File: src/hdl/gtb_pkg.sv
// Shared constants for the grid tile bounds block: port widths, register
// indexes, default limits and the placement pipeline depth.
// No dependencies.
package gtb_pkg;

    // Port widths
    localparam int IDX_W      = 20;  // tile index, also the divider step count
    localparam int CFG_GRID_W = 11;  // grid_rows, grid_columns
    localparam int CFG_DIM_W  = 14;  // image size and signed origin
    localparam int CFG_DATA_W = 14;  // widest register
    localparam int CFG_IDX_W  = 3;
    localparam int TILE_DIM_W = 14;  // tile_w, tile_h
    localparam int CORNER_W   = 13;  // tile_left, tile_top

    // Register indexes
    localparam logic [CFG_IDX_W-1:0] REG_GRID_ROWS    = 3'd0;
    localparam logic [CFG_IDX_W-1:0] REG_GRID_COLUMNS = 3'd1;
    localparam logic [CFG_IDX_W-1:0] REG_IMAGE_WIDTH  = 3'd2;
    localparam logic [CFG_IDX_W-1:0] REG_IMAGE_HEIGHT = 3'd3;
    localparam logic [CFG_IDX_W-1:0] REG_ORIGIN_X     = 3'd4;
    localparam logic [CFG_IDX_W-1:0] REG_ORIGIN_Y     = 3'd5;

    // Default limits
    localparam int DEF_MAX_IMAGE_DIM = 8192;
    localparam int DEF_MAX_GRID      = 1024;

    // Register stages in one axis placement unit
    localparam int PLACE_STAGES = 4;

endpackage

File: src/hdl/gtb_axis.sv
// Placement of one tile along one axis: extent and wrapped start offset.
// Four register stages; depends on gtb_pkg.
module gtb_axis #(
    parameter int MAX_IMAGE_DIM = gtb_pkg::DEF_MAX_IMAGE_DIM,
    parameter int MAX_GRID      = gtb_pkg::DEF_MAX_GRID
) (
    input  logic                                   clk,
    input  logic [$clog2(MAX_GRID+1)-1:0]          seg,
    input  logic [$clog2(MAX_IMAGE_DIM+1)-1:0]     base,
    input  logic [$clog2(MAX_GRID+1)-1:0]          residue,
    input  logic [$clog2(MAX_IMAGE_DIM+1)-1:0]     origin_mod,
    input  logic                                   origin_neg,
    input  logic [$clog2(MAX_IMAGE_DIM+1)-1:0]     total,
    output logic [$clog2(MAX_IMAGE_DIM+1)-1:0]     seg_len,
    output logic [$clog2(MAX_IMAGE_DIM+1)-1:0]     seg_start
);
    import gtb_pkg::*;

    localparam int GRID_W = $clog2(MAX_GRID + 1);
    localparam int DIM_W  = $clog2(MAX_IMAGE_DIM + 1);
    localparam int PROD_W = GRID_W + DIM_W;

    logic              below;
    logic [PROD_W-1:0] prod_reg;
    logic [GRID_W-1:0] extra_reg;
    logic [DIM_W-1:0]  len1_reg, len2_reg, len3_reg, len4_reg;
    logic [DIM_W-1:0]  orig1_reg, orig2_reg;
    logic [DIM_W-1:0]  off_reg;
    logic [DIM_W:0]    sum_reg;
    logic [DIM_W-1:0]  start_reg;

    assign below = (seg < residue);

    always_ff @(posedge clk)
    begin
        // Stage 1: sum of earlier extents, split into product and clamp
        prod_reg  <= PROD_W'(seg) * PROD_W'(base);
        extra_reg <= below ? seg : residue;
        len1_reg  <= base + DIM_W'(below);
        // negative origin: flip its magnitude remainder onto the image
        orig1_reg <= (origin_neg && (origin_mod != '0)) ? (total - origin_mod) : origin_mod;

        // Stage 2: offset never exceeds the image size for a valid index
        off_reg   <= DIM_W'(prod_reg + PROD_W'(extra_reg));
        orig2_reg <= orig1_reg;
        len2_reg  <= len1_reg;

        // Stage 3
        sum_reg   <= (DIM_W+1)'(orig2_reg) + (DIM_W+1)'(off_reg);
        len3_reg  <= len2_reg;

        // Stage 4: sum is below twice the image size, one subtract wraps it
        start_reg <= (sum_reg >= (DIM_W+1)'(total)) ? DIM_W'(sum_reg - (DIM_W+1)'(total))
                                                    : DIM_W'(sum_reg);
        len4_reg  <= len3_reg;
    end

    assign seg_len   = len4_reg;
    assign seg_start = start_reg;

endmodule

File: config.mk
export PLATFORM = sky130hd
export DESIGN_NAME = gtb_axis
export DESIGN_NICKNAME = d
export VERILOG_FILES = /design/src/hdl/gtb_pkg.sv /design/src/hdl/gtb_axis.sv
export SDC_FILE = /design/constraint.sdc
export NUM_CORES = 1
export LEC_CHECK = 0
export ABC_AREA = 1
export BUFFER_PORTS_ARGS = -buffer_cell sky130_fd_sc_hd__buf_2
export CAP_MARGIN = 20
export CORE_MARGIN = 5
export CORE_UTILIZATION = 55
export DETAILED_ROUTE_END_ITERATION = 12
export GPL_TIMING_DRIVEN = 0
export PLACE_DENSITY_LB_ADDON = 0.12
export SLEW_MARGIN = 10
export SYNTH_ARGS = -nofsm -noshare
export SYNTH_HDL_FRONTEND = slang
export SYNTH_SLANG_ARGS = --single-unit
File: constraint.sdc
create_clock -name clk -period 13.7 [get_ports clk]
set_input_delay 2.74 -clock clk [delete_from_list [all_inputs] [get_ports clk]]
set_output_delay 2.74 -clock clk [all_outputs]
set_load 0.005 [all_outputs]
# After elaboration in Yosys (flattened, before gate mapping)
# Index checks and enable logic that the tools add are counted.
dict set report totals {
  memories 0
  mem_bits_rw 0
  romBits 0
  reg_bits 152
  latch_bits 0
}
dict set report op_classes {
  magnitude_cmp 2
  n_bitwise 0
  add_sub_neg 5
  n_eq_ne 0
  n_div 0
  mux 3
  reduce_logical 2
  mul 1
  shift 0
}
# operator count
set op_table {}
lappend op_table {{14-bit two-way mux} 2}
lappend op_table {{14-bit subtractor} 2}
lappend op_table {{14-bit by 14-bit adder with 15-bit output} 1}
lappend op_table {{15-bit by 14-bit >= comparator with 1-bit output} 1}
lappend op_table {{14-bit by 1-bit adder with 14-bit output} 1}
lappend op_table {{14-bit by 11-bit adder with 14-bit output} 1}
lappend op_table {{11-bit by 14-bit multiplier with 14-bit output} 1}
lappend op_table {{14-bit nonzero test} 1}
lappend op_table {{11-bit less-than comparator} 1}
lappend op_table {{11-bit two-way mux} 1}
lappend op_table {{1-bit logical AND} 1}

# Longest topological paths before layout
# Gate-level depths: netlist of run 1.
dict set report logic_depth {
  depth_word 3
  mapped_depth 26
  ltp_nobuf 24
}

# Worst setup path after synthesis of run 1
# No wires, ideal clock.
dict set report synth_timing {
  path_kind {input -> register}
  from {input base[3]}
  to {register prod_reg[12]}
  path_buffers 2
  slack_ns 6.715
  setup_ns 0.072
  cell_stages 19
  t_arrival_ns 6.913
  cell_sequence {clkbuf_2 -> clkbuf_1 -> nand2_1 -> inv_1 -> fa_1 -> inv_1 -> fa_1 -> inv_1 -> fa_1 -> fa_1 -> inv_1 -> fa_1 -> inv_1 -> ha_1 -> inv_1 -> nor4_1 -> nand3_1 -> nand4_1 -> xor2_1}
}
dict set report synth_between {
  elab_chain_cells 1
}
# element line
set synth_lines {}
lappend synth_lines {{start: declaration} gtb_axis.sv:9} ;# input logic [$clog2(MAX_IMAGE_DIM+1)-1:0] base,
lappend synth_lines {{11-bit by 14-bit multiplier with 14-bit output} gtb_axis.sv:37} ;# prod_reg <= PROD_W'(seg) * PROD_W'(base);
lappend synth_lines {{end signal: assignment} gtb_axis.sv:37}
lappend synth_lines {{end: declaration} gtb_axis.sv:24} ;# logic [PROD_W-1:0] prod_reg;
# No other way between the ends.

# Worst setup path after layout of run 1
dict set report layout_timing {
  from {input base[2]}
  to {register prod_reg[12]}
}
# Same word-level chain as after synthesis.

==> impl_results.md, run 1 <==
- Post-synthesis cell count: 1217
- Post-Syn Area: 9650 um2
- Global-route wire length before repair: 38200 um
- H-Tree Depth: 4
- Internal Power: 0.00126 W
- Core Region: 17200 um2
- Avg Cell Area, Syn: 7.93 um2
- Nets: 1547
- Vias in the first global route: 7943
- Clock network fraction of design power: 20.9%
- Final TNS setup: 0 ns
- Die Area: 20300 um2
- CP endpoint kind: register
- Area grow syn2layout: 13.7%
- Hpwl dp: 18900 um
- CTS Sinks: 152
- Worst setup path start: base[2]
- Sequential area share after synthesis: 31.5%
- Setup crit start kind: primary input
- Row count: 48
- Slew headroom: 59.1%
- Placed cells: 1531
- Port buffer count: 89
- Post-CTS Hold Buffers: 0
- Routed via count: 7879
- Die width: 142 um
- Hold Path Class: reg -> reg
- Post-CTS sizing: 0
- Largest net degree at the start of global routing: 18
- Post-synth ARST share: 0%
- Top-area cell type share of the netlist area: 31.5%
- Seq cells post-synth: 152
- Min cycle time layout: 7.24 ns
- Area contributors post-synth: dfxtp_1 (32%), fa_1 (13%), ha_1 (12%), nand2_1 (11%), inv_1 (8.9%)
- Final hold violation count: 0
- GRT overflow: 0
- Synth Area in XOR/XNOR: 5.08%
- Drt drc: 0
- Initial core utilization: 56.0%
- CP max-delay cell: fa_1
- Max-Cap Viols: 0
- M1 WL: 10400 um
- Util after Layout: 63.6%
- Crit-path cells: buf_2 -> clkbuf_1 -> nand2_1 -> fa_1 -> fa_1 -> inv_1 -> fa_1 -> fa_1 -> inv_1 -> fa_1 -> inv_1 -> ha_1 -> inv_1 -> nor4_1 -> nand3_1 -> nand4_1 -> xor2_1
- Setup CP Type: in -> reg
- # IOs: 94
- Power Dens Cells: 203 nW/um2
- Maximum fanout along the worst path: 10
- Worst slack at placement: 6.07 ns
- Ys Warns: 0
- Fmax achieved: 138 MHz
- Slew Viols, Final: 0
- Num CTS Buffers: 17
- Net switching share of the total power: 43.1%
- Fill count: 1557
- Min Hold Slack: 0.322 ns
- Register-to-register setup slack: 11.55 ns
- WHS Endpoint: len3_reg[12]
- RePlAce Congestion: 0.920
- R2R cell count: 10
- Post-Synth Adder-Cell Area: 25.0%
- Post-synthesis mux area share: 0%
- Comb power frac: 51.6%
- Post-synth cell types: 37
- CP peak stage delay: 0.57 ns
- Die Height: 142 um
- WP data arrival: 7.57 ns
- Leakage power: 5.94 nW
- Worst R2R End: seg_start[12]
- Worst Hold Launch: len2_reg[12]
- Outcome: completed
- Commonest cells post-synth: nand2_1 (282), inv_1 (229), dfxtp_1 (152), ha_1 (95), nand3_1 (74)
- TritonCTS clock tree: done
- Drt via density: 5.04
- Mapped Nets: 1439
- R2R Path Start: sum_reg[0]
- Hold path depth: 0
- Worst VDD drop: 0.213 mV
- Final period utilization: 52.8%
- Worst-margin pin slew: 0.613 ns
- Initial antenna violation count: 0
- Final Worst Setup Slack: 6.46 ns
- Post-synthesis simple-gate area fraction: 19.7%
- CTS Buffer Depth: 2
- RSZ-0062 raised after global routing: no
- DR top layer: met4
- Clk Latency, worst-skew pair: 0.42 ns
- Total Routing Usage GR: 23.8%
- Routed Antenna Nets: 0
- Final WL: 22900 um
- Ant. Diodes: 0
- First-pass iteration count of the detailed router: 5
- Final setup fails: 0
- Post-CTS setup buffer count: 0
- Clock Tree Root: clkbuf_16
- Leading area contributor after synthesis: dfxtp_1
- Top_reg_cell synth: dfxtp_1
- P_sw: 0.000958 W
- Avg WL per Cell: 14.6 um
- Req. time, crit path: 14.03 ns
- Finished Layout Cells: 1563
- Share of layout cells above drive strength 1: 11.3%
- Clk pin slew, worst setup/hold paths: 0.06 ns
- Compound-cell area share of the yosys netlist: 8.34%
- Number of synthesized flops with an enable pin: 0
- Largest register FFs: 15
- Sequential fraction of design power: 27.6%
- Final setup skew: 0.00817 ns
- Critical path's most frequent cell: fa_1
- Largest family of logic cells by synthesized area: adder cells
- Metal3 WL: 1090 um
- Top-count cell post-synth: nand2_1
- Met2 wire len: 10700 um
- Initial drt markers: 409
## layout make-up
| type | count | area (um2) | area share [%] |
|---|---|---|---|
| repair buffers | 89 | 445 | 4.06 |
| plain buffers | 28 | 135 | 1.23 |
| clock inverters | 15 | 173 | 1.57 |
| inverters | 231 | 867 | 7.90 |
| clock buffers | 17 | 425 | 3.88 |
| flip-flops and latches | 152 | 3040 | 27.7 |
| multi-input cells | 806 | 5600 | 51.0 |
| well taps | 225 | 282 | 2.57 |
## layer usage
| layer | GRT usage [%] | up-vias |
|---|---|---|
| met5 | 0 | - |
| met4 | 8.50 | 0 |
| met3 | 3.63 | 42 |
| met2 | 39.7 | 204 |
| met1 | 31.5 | 3596 |
| li1 | - | 4037 |
## power by group through the flow
stage                     Sequential, W  Combinational (W)  Clock [W]
after floorplan                0.000610           0.000830          0
after global placement         0.000621            0.00113          0
after detailed placement       0.000622            0.00115          0
after CTS                      0.000613            0.00115   0.000472
after global routing           0.000625            0.00131   0.000495
final                          0.000612            0.00115   0.000464
## how the worst max path moves through the flow
stage / end / slack, ns / depth (start not counted)
final: prod_reg[12] / 6.46 / 17
after global routing: prod_reg[13] / 6.26 / 19
after CTS: prod_reg[13] / 6.51 / 18
after detailed placement: prod_reg[13] / 6.07 / 18
after global placement: prod_reg[13] / 6.09 / 18
after floorplan: prod_reg[12] / 6.72 / 19
## cell families (layout without fill, tap and decap cells)
kind of cell | after synthesis | after routing
flops | 152 | 152
simple gates | 448 | 448
compound gates | 146 | 146
fa+ha+maj | 156 | 156
buf+inv | 259 | 380
xor+xnor | 56 | 56
## layout by cell type, fill, tap and decap left out, types with 3 or more instances in the layout
| cell type | netlist | routed |
|---|---|---|
| nand2_1 | 282 | 282 |
| inv_1 | 229 | 229 |
| dfxtp_1 | 152 | 152 |
| buf_2 | 11 | 100 |
| ha_1 | 95 | 95 |
| nand3_1 | 74 | 74 |
| a21oi_1 | 61 | 61 |
| fa_1 | 61 | 61 |
| o21ai_0 | 56 | 56 |
| nor2_1 | 49 | 49 |
| xor2_1 | 38 | 38 |
| xnor2_1 | 18 | 18 |
| clkbuf_16 | 0 | 17 |
| nand4_1 | 15 | 15 |
| clkbuf_1 | 13 | 13 |
| nor3_1 | 10 | 10 |
| o21bai_1 | 8 | 8 |
| a21o_1 | 7 | 7 |
| inv_8 | 0 | 6 |
| a31oi_1 | 4 | 4 |
| o2111ai_1 | 3 | 3 |
| nand3_2 | 3 | 3 |
| nor4_1 | 3 | 3 |
| or2_2 | 3 | 3 |
| inv_6 | 0 | 3 |
## critical path: cells and delay by family
family	cells	cell delay [ns]
xor+xnor	1	0.20
fa+ha+maj	6	3.02
simple gates	4	0.76
buf+inv	6	0.83
## metrics by stage
stage | total power, W | cell area (um2)
final | 0.00222 | 11000
after global routing | 0.00243 | 11000
after CTS | 0.00224 | 11000
after detailed placement | 0.00177 | 10400
after global placement | 0.00175 | 10400
after floorplan | 0.00144 | 9650
Power figures use the tool's default switching activity.
==> inputs of run 2 (changes only) <==
Settings changed: ABC_AREA 1 to 0, CORE_UTILIZATION 55 to 54.
Clock period 13.7 ns to 6 ns, I/O delays scaled along.
==> impl_results.md, run 2 <==
- Outcome: completed (unchanged)
- Met2 wire len: 9410 um (was 10700 um)
- GRT overflow: 0 (unchanged)
- Sequential area share after synthesis: 33.3% (was 31.5%)
- Setup crit start kind: primary input (unchanged)
- Slew headroom: 53.0% (was 59.1%)
- Largest register FFs: 15 (unchanged)
- Commonest non-fill, non-tap cells in the layout: dfxtp_1 (152), inv_1 (137), ha_1 (95), nand2_1 (93), buf_2 (91) (was nand2_1 (282), inv_1 (229), dfxtp_1 (152), buf_2 (100), ha_1 (95))
- Post-CTS Hold Buffers: 0 (unchanged)
- Die width: 140 um (was 142 um)
- Num CTS Buffers: 17 (unchanged)
- Worst VDD drop: 0.242 mV (was 0.213 mV)
- TritonCTS clock tree: done (unchanged)
- Leading area contributor after synthesis: dfxtp_1 (unchanged)
- Die Height: 140 um (was 142 um)
- Routed via count: 6638 (was 7879)
- Avg WL per Cell: 14.8 um (was 14.6 um)
- Share of layout cells above drive strength 1: 13.9% (was 11.3%)
- WP data arrival: 5.81 ns (was 7.57 ns)
- Area grow syn2layout: 14.3% (was 13.7%)
- Min cycle time layout: 5.46 ns
- RePlAce Congestion: 0.883 (was 0.920)
- Final TNS setup: 0 ns (unchanged)
- Final setup skew: 0.0127 ns (was 0.00817 ns)
- Setup CP Type: in -> reg (unchanged)
- Initial core utilization: 55.2% (was 56.0%)
- Post-synth cell types: 56 (was 37)
- RSZ-0062 raised after global routing: no (unchanged)
- Total Routing Usage GR: 20.3% (was 23.8%)
- Maximum fanout along the worst path: 10 (unchanged)
- Seq cells post-synth: 152 (unchanged)
- Port buffer count: 90 (was 89)
- First-pass iteration count of the detailed router: 4 (was 5)
- Die Area: 19600 um2 (was 20300 um2)
- Internal Power: 0.00306 W (was 0.00126 W)
- Largest net degree at the start of global routing: 17 (was 18)
- Net switching share of the total power: 36.1% (was 43.1%)
- Metal3 WL: 748 um (was 1090 um)
- Drt via density: 5.10 (was 5.04)
- Final period utilization: 91.0%
- Initial drt markers: 211 (was 409)
- Clk pin slew, worst setup/hold paths: 0.06 ns (about the same)
- Post-CTS setup buffer count: 0 (unchanged)
- M1 WL: 8580 um (was 10400 um)
- Hold Path Class: reg -> reg (unchanged)
- Ant. Diodes: 0 (unchanged)
- Final hold violation count: 0 (unchanged)
- CTS Sinks: 152 (unchanged)
- Leakage power: 5.00 nW (was 5.94 nW)
- Post-CTS sizing: 0 (unchanged)
- Clock Tree Root: clkbuf_16 (unchanged)
- Slew Viols, Final: 0 (unchanged)
- Area contributors post-synth: dfxtp_1 (33%), fa_1 (13%), ha_1 (13%), inv_1 (5.6%), xnor2_1 (5.4%) (was dfxtp_1 (32%), fa_1 (13%), ha_1 (12%), nand2_1 (11%), inv_1 (8.9%))
- Global-route wire length before repair: 31700 um (was 38200 um)
- Top-count cell post-synth: dfxtp_1 (was nand2_1)
- Core Region: 16600 um2 (was 17200 um2)
- Avg Cell Area, Syn: 9.53 um2 (was 7.93 um2)
- Post-Syn Area: 9150 um2 (was 9650 um2)
- Sequential fraction of design power: 29.1% (was 27.6%)
- Fmax achieved: 183 MHz
- Commonest non-fill, non-tap cell in the layout: dfxtp_1 (was nand2_1)
- Post-synth ARST share: 0% (unchanged)
- Post-synthesis cell count: 960 (was 1217)
- Top_reg_cell synth: dfxtp_1 (unchanged)
- Number of synthesized flops with an enable pin: 0 (unchanged)
- H-Tree Depth: 4 (unchanged)
- Mapped Nets: 1182 (was 1439)
- Hpwl dp: 15600 um (was 18900 um)
- CP endpoint kind: register (unchanged)
- Nets: 1291 (was 1547)
- Clk Latency, worst-skew pair: 0.41 ns (was 0.42 ns)
- Routed Antenna Nets: 0 (unchanged)
- CTS Buffer Depth: 2 (unchanged)
- Commonest cells post-synth: dfxtp_1 (152), inv_1 (137), ha_1 (95), nand2_1 (93), fa_1 (61) (was nand2_1 (282), inv_1 (229), dfxtp_1 (152), ha_1 (95), nand3_1 (74))
- P_sw: 0.00173 W (was 0.000958 W)
- Drt drc: 0 (unchanged)
- Worst-margin pin slew: 0.699 ns (was 0.613 ns)
- Power Dens Cells: 457 nW/um2 (was 203 nW/um2)
- Final WL: 19200 um (was 22900 um)
- Util after Layout: 63.1% (was 63.6%)
- Req. time, crit path: 6.35 ns (was 14.03 ns)
- Ys Warns: 0 (unchanged)
- Top-area cell type share of the netlist area: 33.3% (was 31.5%)
- Comb power frac: 49.0% (was 51.6%)
- Final setup fails: 0 (unchanged)
- Vias in the first global route: 6595 (was 7943)
- DR top layer: met4 (unchanged)
- Clock network fraction of design power: 21.8% (was 20.9%)
- # IOs: 94 (unchanged)
- Max-Cap Viols: 0 (unchanged)
- Initial antenna violation count: 0 (unchanged)
- Row count: 47 (was 48)
==> run 2: changes by cell type after synthesis, sizes merged, moves of 12 or more <==
cell and change:
inv -94, o21a +12, xor2 -15, nor2 -18
mux2 +19, nand2 -192, xnor2 +38, nand4 -12
and2 +44, nand3 -62, a21oi -19, o21ai -21
==> run 2: final cells by class <==
type / count / area (um2)
Tap cell: 220 / 275
Inverter: 137 / 514
Sequential cell: 152 / 3040
Fill cell: 1457 / 6120
Timing Repair Buffer: 90 / 450
Multi-Input combinational cell: 647 / 5480
Buffer: 24 / 110
Clock buffer: 19 / 443
Clock inverter: 12 / 143
==> run 2: through the flow <==
step	area, um2	setup WS [ns]	hold WS (ns)	cells	total power [W]
floorplan	9150	0.676	0.310	960	0.00325
global placement	9870	0.129	0.310	1270	0.00372
detailed placement	9870	0.101	0.312	1270	0.00377
CTS	10500	0.516	0.323	1301	0.00484
global route	10500	0.277	0.324	1301	0.00521
finish	10500	0.541	0.323	1301	0.00478
==> run 2: logic make-up after synthesis <==
kind of cell | share of synthesized area (%)
AND/OR/NAND/NOR | 12.7
XOR/XNOR | 7.56
buffers and inverters | 6.82
multiplexers | 2.45
adder cells (fa/ha/maj) | 26.3
AO/OA/AOI/OAI | 10.9
flip-flops | 33.3
==> run 2: critical path: stages <==
cell and delay [ns]:
buf_2 0.19, clkbuf_1 0.44, and2_1 0.22, fa_1 0.41, ha_1 0.23, fa_1 0.53, inv_1 0.05, fa_1 0.46
fa_1 0.55, inv_1 0.04, ha_1 0.32, inv_1 0.07, o21bai_1 0.09, a2111o_1 0.44, a31o_2 0.25, a21oi_1 0.18
xnor2_1 0.13
==> run 2: power by group through the flow <==
stage	combinational, W	clock (W)	sequential (W)
final	0.00235	0.00104	0.00139
after global routing	0.00268	0.00111	0.00142
after CTS	0.00238	0.00107	0.00140
after detailed placement	0.00236	0	0.00142
after global placement	0.00231	0	0.00141
after floorplan	0.00185	0	0.00140
==> run 2: worst paths after layout <==
path,from,end,slack [ns],depth (start not counted)
max,seg[2],prod_reg[12],0.54,17
min,orig1_reg[5],orig2_reg[5],0.32,0
min reg2reg,orig1_reg[5],orig2_reg[5],0.32,0
max reg2reg,sum_reg[0],seg_start[12],3.48,10
==> run 2: routing by layer <==
metal	GRT usage [%]	vias to the layer above
met4	7.85	0
met5	0	-
met1	24.9	3101
met2	35.4	136
li1	-	3372
met3	3.58	29
