`src/hdl/gtb_pkg.sv`:
```
// Shared constants for the grid tile bounds block: port widths, register
// indexes, default limits and the placement pipeline depth.
// No dependencies.
package gtb_pkg;

    // Port widths
    localparam int IDX_W      = 20;  // tile index, also the divider step count
    localparam int CFG_GRID_W = 11;  // grid_rows, grid_columns
    localparam int CFG_DIM_W  = 14;  // image size and signed origin
    localparam int CFG_DATA_W = 14;  // widest register
    localparam int CFG_IDX_W  = 3;
    localparam int TILE_DIM_W = 14;  // tile_w, tile_h
    localparam int CORNER_W   = 13;  // tile_left, tile_top

    // Register indexes
    localparam logic [CFG_IDX_W-1:0] REG_GRID_ROWS    = 3'd0;
    localparam logic [CFG_IDX_W-1:0] REG_GRID_COLUMNS = 3'd1;
    localparam logic [CFG_IDX_W-1:0] REG_IMAGE_WIDTH  = 3'd2;
    localparam logic [CFG_IDX_W-1:0] REG_IMAGE_HEIGHT = 3'd3;
    localparam logic [CFG_IDX_W-1:0] REG_ORIGIN_X     = 3'd4;
    localparam logic [CFG_IDX_W-1:0] REG_ORIGIN_Y     = 3'd5;

    // Default limits
    localparam int DEF_MAX_IMAGE_DIM = 8192;
    localparam int DEF_MAX_GRID      = 1024;

    // Register stages in one axis placement unit
    localparam int PLACE_STAGES = 4;

endpackage

```
`src/hdl/gtb_div.sv`:
```
// Pipelined restoring divider, one quotient bit per register stage.
// Depends on gtb_pkg for default widths.
module gtb_div #(
    parameter int DVD_W = gtb_pkg::IDX_W,
    parameter int DVS_W = gtb_pkg::CFG_GRID_W
) (
    input  logic             clk,
    input  logic [DVD_W-1:0] dividend,
    input  logic [DVS_W-1:0] divisor,
    output logic [DVD_W-1:0] quotient,
    output logic [DVS_W-1:0] remainder
);
    import gtb_pkg::*;

    // Dividend bits shift out at the top while quotient bits shift in below
    logic [DVD_W-1:0] qd_reg  [DVD_W];
    logic [DVS_W-1:0] rem_reg [DVD_W];
    logic [DVS_W-1:0] dvs_reg [DVD_W];

    for (genvar i = 0; i < DVD_W; i++)
    begin : g_step
        logic [DVD_W-1:0] qd_in;
        logic [DVS_W-1:0] rem_in;
        logic [DVS_W-1:0] dvs_in;
        logic [DVS_W:0]   trial;
        logic [DVS_W:0]   diff;

        if (i == 0)
        begin : g_first
            assign qd_in  = dividend;
            assign rem_in = '0;
            assign dvs_in = divisor;
        end
        else
        begin : g_next
            assign qd_in  = qd_reg[i-1];
            assign rem_in = rem_reg[i-1];
            assign dvs_in = dvs_reg[i-1];
        end

        // rem stays below the divisor, so the trial fits one extra bit
        assign trial = {rem_in, qd_in[DVD_W-1]};
        assign diff  = trial - {1'b0, dvs_in};

        always_ff @(posedge clk)
        begin
            if (!diff[DVS_W])
            begin
                rem_reg[i] <= diff[DVS_W-1:0];
                qd_reg[i]  <= {qd_in[DVD_W-2:0], 1'b1};
            end
            else
            begin
                rem_reg[i] <= trial[DVS_W-1:0];
                qd_reg[i]  <= {qd_in[DVD_W-2:0], 1'b0};
            end
            dvs_reg[i] <= dvs_in;
        end
    end

    assign quotient  = qd_reg[DVD_W-1];
    assign remainder = rem_reg[DVD_W-1];

endmodule

```
`config.mk`:
```
export PLATFORM = sky130hd
export DESIGN_NAME = gtb_div
export DESIGN_NICKNAME = d
export VERILOG_FILES = /design/src/hdl/gtb_pkg.sv /design/src/hdl/gtb_div.sv
export SDC_FILE = /design/constraint.sdc
export NUM_CORES = 1
export LEC_CHECK = 0
export BUFFER_PORTS_ARGS = -buffer_cell sky130_fd_sc_hd__buf_2
export CAP_MARGIN = 20
export CORE_UTILIZATION = 44
export CTS_BUF_LIST = sky130_fd_sc_hd__clkbuf_4
export DETAILED_ROUTE_END_ITERATION = 10
export PLACE_DENSITY_LB_ADDON = 0.15
export SLEW_MARGIN = 20
export SYNTH_ARGS = -nofsm -noshare
export SYNTH_HDL_FRONTEND = slang
export SYNTH_SLANG_ARGS = --single-unit
```
`constraint.sdc`:
```
create_clock -name clk -period 4.55 [get_ports clk]
set_input_delay 0.91 -clock clk [delete_from_list [all_inputs] [get_ports clk]]
set_output_delay 0.91 -clock clk [all_outputs]
set_load 0.01 [all_outputs]
```
[Word-level counts from Yosys, hierarchy flattened]
Memory sizes are Yosys's and may differ from the RTL's.
Index checks and enable logic that the tools add are counted.
Word-level totals
  register bits after elaboration: 0
  RAM bits: 840
  bits of input ports: 32
  output and inout port bits: 31
  logic and storage cells: 143
  memories kept: 3
Memory list
  qd_reg: words 20, width 20, rd ports 20, clocked after Yosys merged registers in 0, wr ports 20, RTL line gtb_div.sv:16  | logic [DVD_W-1:0] qd_reg [DVD_W];
  dvs_reg: words 20, width 11, rd ports 19, clocked after Yosys merged registers in 0, wr ports 20, RTL line gtb_div.sv:18  | logic [DVS_W-1:0] dvs_reg [DVD_W];
  rem_reg: words 20, width 11, rd ports 20, clocked after Yosys merged registers in 0, wr ports 20, RTL line gtb_div.sv:17  | logic [DVS_W-1:0] rem_reg [DVD_W];
Cells by class
  add/sub/neg operators: 20
  mux-type cells: 80
  bitwise operators: 40
Operators with widths (number)
  two-way mux 20 bit: 20
  subtractor 12 x 11 -> 12 bit: 19
  two-way mux 11 bit: 20
  two-way mux 1 bit: 40
  OR 1 bit: 40
  subtractor 1 x 11 -> 12 bit: 1

[Logic depth before layout (Yosys ltp)]
Gate-level depths: netlist of run 1.
An unclocked memory read counts as a cell.
  word-level depth: 4
  mapped depth: 10

[Worst setup path after synthesis of run 1]
Ideal clock, no wire load.
  path type: reg-to-reg
  start point: memory dvs_reg[15][6] in the netlist's numbering
  end point: memory rem_reg[4][2] in the netlist's numbering
  setup time: 0.123 ns
  data arrival time: 2.178 ns
  required time: 4.427 ns
  setup slack: 2.249 ns
  cell stages (with the launch flop): 10
  period minus slack after synthesis: 2.301 ns
  path through: dfxtp_1 -> inv_1 -> ha_1 -> a21oi_1 -> nor3_1 -> a2111oi_2 -> o41ai_2 -> xor2_1 -> buf_4 -> mux2_1
RTL lines (RTL line)
  from (decl): gtb_div.sv:18
  to (decl): gtb_div.sv:17

==> results of run 1 <==
cells in the final DEF, fill, tap and decap left out, types with 60 or more instances in the layout:
| cell | count |
|---|---|
| sky130_fd_sc_hd__dfxtp_1 | 829 |
| sky130_fd_sc_hd__nand2_1 | 60 |
| sky130_fd_sc_hd__xnor2_1 | 95 |
| sky130_fd_sc_hd__buf_2 | 62 |
| sky130_fd_sc_hd__xor2_1 | 101 |
| sky130_fd_sc_hd__clkbuf_4 | 299 |
| sky130_fd_sc_hd__mux2_2 | 142 |
| sky130_fd_sc_hd__a21oi_1 | 169 |
| sky130_fd_sc_hd__inv_1 | 251 |
| sky130_fd_sc_hd__ha_1 | 211 |
| sky130_fd_sc_hd__o21ai_0 | 94 |
cell type report:
class | count | area, um^2 | area share
diodes | 9 | 22.5 | 0.000679
clock buffers | 299 | 2240 | 0.0676
clock inverters | 58 | 379 | 0.0114
inverters | 251 | 942 | 0.0284
multi-input cells | 1331 | 11300 | 0.340
flip-flops and latches | 829 | 16600 | 0.500
well taps | 855 | 1070 | 0.0322
repair buffers | 98 | 658 | 0.0198
kinds of logic after synthesis:
family                     after synthesis
adders and majority gates              230
other                                    1
xor gates and xnor gates               209
and+or+nand+nor                        226
buffers and inverters                  270
muxes                                  228
AOI/OAI and AO/OA                      434
DFF                                    829
metrics by stage:
step / cells / setup slack, ns / power (mW)
after global placement: 3333 / 1.39 / 20.3
after detailed placement: 3333 / 1.51 / 20.5
after global routing: 3730 / 1.36 / 28.5
final: 3730 / 1.53 / 26.3
after floorplan: 2430 / 2.25 / 18.5
after CTS: 3721 / 1.48 / 26.7
Yosys cell counts:
cell type,number,area (um^2)
sky130_fd_sc_hd__dfxtp_1,829,16600
sky130_fd_sc_hd__inv_1,251,942
sky130_fd_sc_hd__ha_1,211,2640
sky130_fd_sc_hd__a21oi_1,169,846
sky130_fd_sc_hd__mux2_2,142,1600
sky130_fd_sc_hd__xor2_1,114,998
sky130_fd_sc_hd__xnor2_1,95,832
sky130_fd_sc_hd__o21ai_0,94,470
sky130_fd_sc_hd__nand2_1,60,225
sky130_fd_sc_hd__nand2b_1,57,357
sky130_fd_sc_hd__nor2_1,47,176
sky130_fd_sc_hd__mux2_1,40,450
sky130_fd_sc_hd__mux2i_1,38,380
sky130_fd_sc_hd__a211oi_1,36,270
sky130_fd_sc_hd__o211ai_1,35,263
sky130_fd_sc_hd__nor4_1,21,131
sky130_fd_sc_hd__fa_1,19,380
sky130_fd_sc_hd__o21a_1,19,143
sky130_fd_sc_hd__o21bai_1,19,143
sky130_fd_sc_hd__o31ai_1,19,143
sky130_fd_sc_hd__a21o_1,18,135
sky130_fd_sc_hd__buf_4,18,135
sky130_fd_sc_hd__nor2b_1,18,113
sky130_fd_sc_hd__nand4_1,17,106
sky130_fd_sc_hd__o22ai_1,17,106
sky130_fd_sc_hd__mux2_4,8,120
sky130_fd_sc_hd__nor3_1,3,15.0
sky130_fd_sc_hd__a2111oi_2,2,30.0
sky130_fd_sc_hd__a21oi_2,2,17.5
sky130_fd_sc_hd__o41ai_2,2,32.5
sky130_fd_sc_hd__a21o_2,1,8.76
sky130_fd_sc_hd__and2_1,1,6.26
sky130_fd_sc_hd__buf_6,1,11.3
sky130_fd_sc_hd__conb_1,1,3.75
sky130_fd_sc_hd__nand3_1,1,5.00
sky130_fd_sc_hd__nor2b_2,1,8.76
sky130_fd_sc_hd__o211ai_2,1,12.5
worst register-to-register path: stages, from the launching register on:
cell and delay, ns:
sky130_fd_sc_hd__dfxtp_1 0.42, sky130_fd_sc_hd__inv_1 0.08, sky130_fd_sc_hd__ha_1 0.36, sky130_fd_sc_hd__o211ai_1 0.11
sky130_fd_sc_hd__a21oi_1 0.23, sky130_fd_sc_hd__nor2b_1 0.14, sky130_fd_sc_hd__o31ai_1 0.36, sky130_fd_sc_hd__xor2_1 0.53
sky130_fd_sc_hd__buf_4 0.29, sky130_fd_sc_hd__mux2_2 0.36
metal layers:
layer	track usage	vias to the layer above	part of all wire
li1	-	8953	-
met1	0.155	8063	0.41
met2	0.270	312	0.52
met3	0.0417	130	0.040
met4	0.0819	0	0.030
met5	0	-	0
report_power, final:
group          switching, mW  internal, mW  total, mW
clock                   2.84          3.11       5.95
combinational           4.94          5.19       10.1
sequential             0.890          9.36       10.3
total                   8.67          17.7       26.3
how the worst min path moves through the flow:
stage | start | slack, ns | to | cells past startpoint
2_1_floorplan | qd_reg[0][0] | 0.31 | qd_reg[0][21] | 0
3_3_place_gp | qd_reg[2][71] | 0.31 | qd_reg[3][12] | 0
3_5_place_dp | qd_reg[0][43] | 0.31 | qd_reg[0][64] | 0
4_1_cts | qd_reg[2][43] | 0.25 | qd_reg[2][64] | 0
5_1_grt | qd_reg[2][43] | 0.27 | qd_reg[2][64] | 0
6_report | qd_reg[0][9] | 0.29 | qd_reg[0][30] | 0
==> flow_summary_export.csv, run 1 <==
group,metric,value,unit
clock_network,clk_pin_slew_worst_paths,0.06,ns
setup_path,worstSetupEndpoint,"rem_reg[1][24]",
global_routing,global_route.overflow_total,0,
setup_path,worstRegToRegCells,9,
die,placementRows,93,
layout,final_util,0.514,
sta,timing_max_transition_violations_final,0,
logic_synthesis,yosysWarnings,0,
global_routing,grt_max_degree,20,
placement,detailedPlacementHpwl,34600,um
setup_path,worst_path_largest_cell_delay,0.53,ns
layout,final_design_area_no_fill,33200,um^2
setup_path,reg2reg_setup_slack,1.53,ns
clock_network,post_cts_repair_setup_buffers,0,
logic_synthesis,synth_simple_gate_area_share,0.0396,
sta,final_hold_viol_count,0,
setup_path,path_depth,9,
placement,dpl_cell_area,30200,um^2
layout,synthesis_to_finish_area_growth,15.0,%
route,drt_pre_antenna_iters,5,
setup_path,cp_num_buf_inv,2,
route,drt-wirelength-per-cell,12.9,um
die,design.core.area,64600,um^2
power_and_ir_drop,power.density,793,nW/um^2
setup_path,setup.worst_path.end_class,"register",
sta,fin_worst_skew,0.0530,ns
route,detail_route.wirelength,48200,um
clock_network,cts_buffer_depth,3,
power_and_ir_drop,irDropWorstVdd,309,uV
setup_path,critical_path.cell_chain,"inv_1, ha_1, o211ai_1, a21oi_1, nor2b_1, o31ai_1, xor2_1, buf_4, mux2_2",
logic_synthesis,synth-xor-area-share,0.0634,
sta,clock.fmax,0.331,GHz
sta,timing.hold.ws,0.294,ns
setup_path,regToRegEndpoint,"rem_reg[1][24]",
global_routing,grt_antenna_before_repair,2,
layout,final_nets,2977,
die,initial_core_util,0.447,
setup_path,worst_path_max_delay_cell,"sky130_fd_sc_hd__xor2_1",
placement,routabilityCongestion,0.825,
clock_network,clkSinkCount,829,
sta,grt_setup_unrepaired,"no",
sta,slew_headroom,0.300,
clock_network,cts_tree,"yes",
logic_synthesis,cell_count_after_synthesis,2427,
die,chipHeight,258,um
logic_synthesis,synth-compound-area-share,0.0908,
setup_path,timing.rr.start,"dvs_reg[5][2]",
setup_path,setup.worst_path.start_class,"register",
clock_network,insertion_delay,1.01,ns
power_and_ir_drop,power_leakage,14.9,nW
setup_path,critical_path.startpoint,"dvs_reg[5][2]",
global_routing,grt_pass1_vias,18300,
setup_path,critical-path-top-delay-family,"compound AO/OA/AOI/OAI gates",
setup_path,crit_path_max_fanout,8,
status,status,"complete, no violations",
route,route.antenna.remaining_nets,0,
global_routing,grt_first_pass_wirelength,81600,um
layout,drive_gt1_frac,0.197,
layout,largest_reg_flops,400,
clock_network,tritoncts.num_buffers,204,
sta,final.period_utilization,0.664,
logic_synthesis,synth.avg_cell_area,11.9,um^2
logic_synthesis,total_of_flip_flops_plus_latches_after_synthesis,829,
logic_synthesis,synth.yosys.seq_area_share,0.575,
global_routing,grt_use_total,0.149,
sta,tns,0,ns
clock_network,cts_root_buf,"sky130_fd_sc_hd__clkbuf_4",
die,fp.dieArea,66600,um^2
logic_synthesis,muxShareOfSynthArea,0.0884,
run,timing.max_cap.violations,0,
logic_synthesis,synthesis.area,28900,um^2
sta,report.final.setup_viol,0,
route,dr_total_vias,17500,
sta,worst_pin_slew,1.05,ns
setup_path,path_class,"reg2reg",
route,routed_via_density,4.68,
setup_path,arrival,3.87,ns
clock_network,holdBufCountCts,31,
die,die_width,258,um
die,design.portCount,63,
clock_network,cts.repair.resized,0,
setup_path,critPathRequiredTime,5.40,ns
logic_synthesis,synth_fa_ha_area_frac,0.105,
min_path,min_path_type,"reg2reg",
logic_synthesis,synth_unique_cells,37,
route,drc,0,
clock_network,htreeDepth,4,
layout,num-fill-cells,5742,
placement,io_buffers,62,
route,drt_iter0_markers,556,
sta,post-route-min-period,3.02,ns
logic_synthesis,synth_top_family_by_area,"adder cells",
No activity file was read; power rests on OpenSTA's default activity.
==> run 2, diff against run 1 <==
==> constraint.sdc (replaced) <==
create_clock -name clk -period 3.1 [get_ports clk]
set_input_delay 0.62 -clock clk [delete_from_list [all_inputs] [get_ports clk]]
set_output_delay 0.62 -clock clk [all_outputs]
set_load 0.01 [all_outputs]
==> flow_summary_export.csv, run 2 (synthesis gave the netlist of run 1 again) <==
group,metric,value,unit
global_routing,global_route.overflow_total,0,
layout,final_util,0.514,
sta,final.period_utilization,0.843,
die,design.portCount,63,
placement,detailedPlace.worstSlack,0.475,ns
power_and_ir_drop,swShare,0.325,
power_and_ir_drop,tot_pwr,38.9,mW
setup_path,critical_path.cell_chain,"inv_1, ha_1, o211ai_1, a21oi_1, nor2b_1, o31ai_1, xor2_1, buf_4, mux2_2",
layout,synthesis_to_finish_area_growth,15.1,%
clock_network,clk_pin_slew_worst_paths,0.07,ns
sta,fin_worst_skew,0.0275,ns
die,chipHeight,258,um
sta,grt_setup_unrepaired,"no",
setup_path,arrival,3.46,ns
layout,layoutNonFillerInstCount,3745,
clock_network,cts_root_buf,"sky130_fd_sc_hd__clkbuf_4",
die,die_width,258,um
layout,num-fill-cells,5807,
sta,timing.hold.ws,0.273,ns
min_path,min_path_type,"in2reg",
status,status,"complete, no violations",
clock_network,cts_tree,"yes",
die,initial_core_util,0.447,
clock_network,insertion_delay,0.99,ns
setup_path,setup.worst_path.start_class,"register",
die,design.core.area,64600,um^2
die,placementRows,93,
layout,drive_gt1_frac,0.197,
route,dr_total_vias,17600,
clock_network,htreeDepth,4,
global_routing,grt_antenna_before_repair,2,
die,fp.dieArea,66600,um^2
setup_path,crit_path_max_fanout,12,
power_and_ir_drop,power.density,1170,nW/um^2
route,detail_route.wirelength,49000,um
setup_path,path_class,"reg2reg",
global_routing,grt_max_degree,17,
placement,dpl_cell_area,30300,um^2
layout,layout_common_cells,"sky130_fd_sc_hd__dfxtp_1 (829), sky130_fd_sc_hd__clkbuf_4 (309), sky130_fd_sc_hd__inv_1 (251)",
global_routing,grt_pass1_vias,18600,
sta,post-route-min-period,2.61,ns
route,route.antenna.remaining_nets,0,
clock_network,cts_buffer_depth,3,
layout,layout_commonest_cell,"sky130_fd_sc_hd__dfxtp_1",
route,routed_via_density,4.70,
sta,final_hold_viol_count,0,
sta,tns,0,ns
power_and_ir_drop,clock_group_share_of_total_power,0.227,
power_and_ir_drop,irDropWorstVdd,518,uV
power_and_ir_drop,cell_internal_power,26.3,mW
route,drt_pre_antenna_iters,6,
placement,detailedPlacementHpwl,35300,um
sta,clock.fmax,0.383,GHz
global_routing,grt_use_total,0.151,
sta,postLayoutSetupSlackWorst,0.487,ns
sta,timing_max_transition_violations_final,0,
clock_network,tritoncts.num_buffers,205,
layout,final_nets,2994,
layout,largest_reg_flops,400,
route,drc,0,
setup_path,worst_path_max_delay_cell,"sky130_fd_sc_hd__o31ai_1",
setup_path,critPathRequiredTime,3.95,ns
clock_network,clkSinkCount,829,
global_routing,grt_first_pass_wirelength,82900,um
route,drt_iter0_markers,580,
placement,routabilityCongestion,0.831,
power_and_ir_drop,net-switching-power,12.6,mW
clock_network,post_cts_repair_setup_buffers,0,
setup_path,setup.worst_path.end_class,"register",
power_and_ir_drop,seqPwrFrac,0.386,
run,timing.max_cap.violations,0,
placement,placed_cells_incl_taps,3349,
setup_path,worst_path_largest_cell_delay,0.41,ns
power_and_ir_drop,power.share.combinational,0.388,
layout,final_design_area_no_fill,33200,um^2
power_and_ir_drop,power_leakage,15.0,nW
placement,io_buffers,62,
route,drt-wirelength-per-cell,13.1,um
sta,report.final.setup_viol,0,
[run 2: cell count changes in the layout (fill, tap and decap cells not counted), sizes merged]
cell and delta:
buf +16, bufinv +1, clkbuf +10, clkinv -8, clkinvlp +1, diode -3
inv -2
[run 2: cell type report]
class,instances,area [um^2],share of cell area
flip-flops and latches,829,16600,0.500
multi-input cells,1331,11200,0.337
clock buffers,309,2320,0.0699
well taps,855,1070,0.0322
inverters,251,942,0.0284
repair buffers,114,778,0.0234
clock inverters,50,300,0.00904
diodes,6,15.0,0.000452
[run 2: routing by layer]
metal | global-route usage | up-vias | routed length [um]
met2 | 0.276 | 290 | 25500
met4 | 0.0809 | 0 | 1510
li1 | - | 8979 | -
met1 | 0.156 | 8205 | 19900
met3 | 0.0439 | 132 | 1990
met5 | 0 | - | 0
[run 2: final timing paths]
path / end / cells after the start / start / slack [ns]
max: rem_reg[1][27] / 9 / dvs_reg[5][2] / 0.49
min reg2reg: qd_reg[3][36] / 0 / qd_reg[3][15] / 0.30
max reg2reg: rem_reg[1][27] / 9 / dvs_reg[5][2] / 0.49
min: qd_reg[0][18] / 2 / dividend[17] / 0.27
[run 2: repair_timing]
| item | in CTS | in global routing |
|---|---|---|
| hold buffers | 31 | 0 |
| hold endpoints to repair | 34 | 0 |
| resized for setup | 0 | 0 |
[run 2: power by group through the flow]
| stage | registers [mW] | logic [mW] | clock network [mW] |
|---|---|---|---|
| 2_1_floorplan | 14.9 | 12.3 | 0 |
| 3_3_place_gp | 15.3 | 14.8 | 0 |
| 3_5_place_dp | 15.3 | 15.1 | 0 |
| 4_1_cts | 15.1 | 15.2 | 9.27 |
| 5_1_grt | 15.3 | 16.8 | 9.90 |
| 6_report | 15.0 | 15.1 | 8.83 |
[run 2: critical path, delay by kind of cell, from the launching register on]
kind,cells,cell delay [ns]
compound gates,3,0.74
flops,1,0.40
fa+ha+maj,1,0.36
mux,1,0.36
buf+inv,2,0.32
xor+xnor,1,0.19
simple gates,1,0.13
==> run 3, diff against run 2 <==
==> constraint.sdc (replaced) <==
create_clock -name clk -period 2.3 [get_ports clk]
set_input_delay 0.46 -clock clk [delete_from_list [all_inputs] [get_ports clk]]
set_output_delay 0.46 -clock clk [all_outputs]
set_load 0.01 [all_outputs]
==> flow_summary_export.csv, run 3 (synthesis gave the netlist of run 1 again) <==
group,metric,value,unit
status,status,"complete, but fails checks",
status,violations_in_the_final_reports,"negative setup slack",
die,design.core.area,64600,um^2
layout,drive_gt1_frac,0.396,
layout,final_nets,3313,
sta,clock.fmax,0.434,GHz
route,dr_total_vias,19100,
setup_path,setup.worst_path.end_class,"register",
clock_network,clkSinkCount,829,
die,fp.dieArea,66600,um^2
placement,placed_cells_incl_taps,3561,
route,routed_via_density,4.70,
sta,grt_setup_unrepaired,"yes",
clock_network,tritoncts.num_buffers,205,
run,timing.max_cap.violations,0,
sta,fin_worst_skew,0.0463,ns
clock_network,htreeDepth,4,
global_routing,grt_antenna_before_repair,2,
setup_path,path_depth,9,
clock_network,cts_buffer_depth,3,
setup_path,worst_path_largest_cell_delay,0.34,ns
sta,final_hold_viol_count,0,
die,placementRows,93,
layout,final_util,0.591,
layout,largest_reg_flops,400,
min_path,min_path_type,"in2reg",
clock_network,insertion_delay,1.03,ns
clock_network,cts_root_buf,"sky130_fd_sc_hd__clkbuf_4",
layout,synthesis_to_finish_area_growth,32.2,%
route,route.antenna.remaining_nets,0,
global_routing,grt_first_pass_wirelength,85900,um
layout,layout_common_cells,"sky130_fd_sc_hd__dfxtp_1 (750), sky130_fd_sc_hd__clkbuf_4 (292), sky130_fd_sc_hd__buf_4 (285)",
setup_path,critical_path.cell_chain,"inv_2, ha_4, o211ai_1, a21oi_4, nor2b_4, o31ai_2, xor2_1, buf_4, mux2_4",
setup_path,setup.worst_path.start_class,"register",
setup_path,cp_num_buf_inv,2,
global_routing,global_route.overflow_total,0,
placement,routabilityCongestion,0.852,
route,drt_pre_antenna_iters,4,
setup_path,regToRegEndpoint,"rem_reg[3][8]",
layout,layoutNonFillerInstCount,4065,
min_path,timing.hold.worst_path_depth,4,
setup_path,worst_path_max_delay_cell,"sky130_fd_sc_hd__dfxtp_2",
die,initial_core_util,0.447,
min_path,worst_hold_startpoint,"dividend[19]",
setup_path,arrival,3.18,ns
power_and_ir_drop,tot_pwr,60.4,mW
die,design.portCount,63,
sta,final.period_utilization,1.00,
min_path,timing.hold.worst_endpoint,"rem_reg[0][0]",
setup_path,crit_path_max_fanout,6,
global_routing,grt_max_degree,19,
setup_path,timing.rr.start,"dvs_reg[11][4]",
global_routing,grt_use_total,0.157,
clock_network,cts_tree,"yes",
layout,num-fill-cells,5366,
die,chipHeight,258,um
power_and_ir_drop,irDropWorstVdd,755,uV
sta,post-route-min-period,2.30,ns
route,drc,0,
setup_path,reg2reg_setup_slack,-0.003,ns
sta,report.final.setup_viol,1,
route,drt_iter0_markers,431,
clock_network,clk_pin_slew_worst_paths,0.07,ns
route,detail_route.wirelength,55900,um
setup_path,critical-path-top-delay-family,"compound AO/OA/AOI/OAI gates",
placement,detailedPlacementHpwl,36600,um
placement,io_buffers,62,
layout,layout_commonest_cell,"sky130_fd_sc_hd__dfxtp_1",
setup_path,critPathRequiredTime,3.17,ns
die,die_width,258,um
sta,tns,-0.00302,ns
route,drt-wirelength-per-cell,13.8,um
sta,timing_max_transition_violations_final,0,
setup_path,worstRegToRegCells,9,
power_and_ir_drop,power.density,1580,nW/um^2
power_and_ir_drop,power_leakage,16.9,nW
setup_path,path_class,"reg2reg",
sta,timing.hold.ws,0.188,ns
sta,postLayoutSetupSlackWorst,-0.00302,ns
global_routing,grt_pass1_vias,19700,
## run 3: layer usage
layer  share of wire  GRT usage  vias up
met5               0          0        -
met4           0.031     0.0866        0
met3           0.036     0.0430      143
met2            0.54      0.295      297
met1            0.39      0.154     9029
li1                -          -     9626
## run 3: cell type report
class                   instances  area, um^2  area share
flip-flops and latches        829       16700       0.438
multi-input cells            1331       13500       0.354
repair buffers                433        3350      0.0877
clock buffers                 292        2190      0.0575
well taps                     855        1070      0.0280
inverters                     251         942      0.0247
clock inverters                70         377     0.00987
diodes                          4        10.0    0.000262
## run 3: worst min-delay path, delay by kind of cell
kind / cells / cell delay [ns]
AND/OR/NAND/NOR: 1 / 0.04
buffers and inverters: 2 / 0.62
AO/OA/AOI/OAI: 1 / 0.06
## run 3: stage by stage
step | setup WS (ns) | cell area, um^2
after floorplan | 0.0186 | 28900
after global placement | -0.134 | 31900
after detailed placement | -0.183 | 31900
after CTS | 0.000345 | 35500
after global routing | -0.0934 | 38100
final | -0.00302 | 38100
## run 3: worst max path at each step
stage,start,to,slack [ns]
2_1_floorplan,dvs_reg[15][6],rem_reg[4][2],0.02
3_3_place_gp,dvs_reg[15][6],rem_reg[4][9],-0.13
3_5_place_dp,qd_reg[3][39],rem_reg[3][32],-0.18
4_1_cts,dvs_reg[11][4],rem_reg[3][4],0.0003
5_1_grt,dvs_reg[7][6],rem_reg[2][2],-0.09
6_report,dvs_reg[11][4],rem_reg[3][8],-0.003
## run 3: repair_timing
| item | 4_1_cts | 5_1_grt |
|---|---|---|
| cloned | 3 | 10 |
| pin swaps | 16 | 139 |
| endpoints found under the hold margin | 38 | 0 |
| endpoints found under the setup margin | 170 | 208 |
| resized for setup | 78 | 485 |
| hold buffers | 61 | 0 |
| buffers inserted | 11 | 55 |
## run 3: power breakdown
part           internal, mW  switching, mW  leakage, nW
Combinational          16.0           12.3         8.38
Clock                  5.92           5.65         1.52
Sequential             18.5           2.04         6.98
Total                  40.5           20.0         16.9
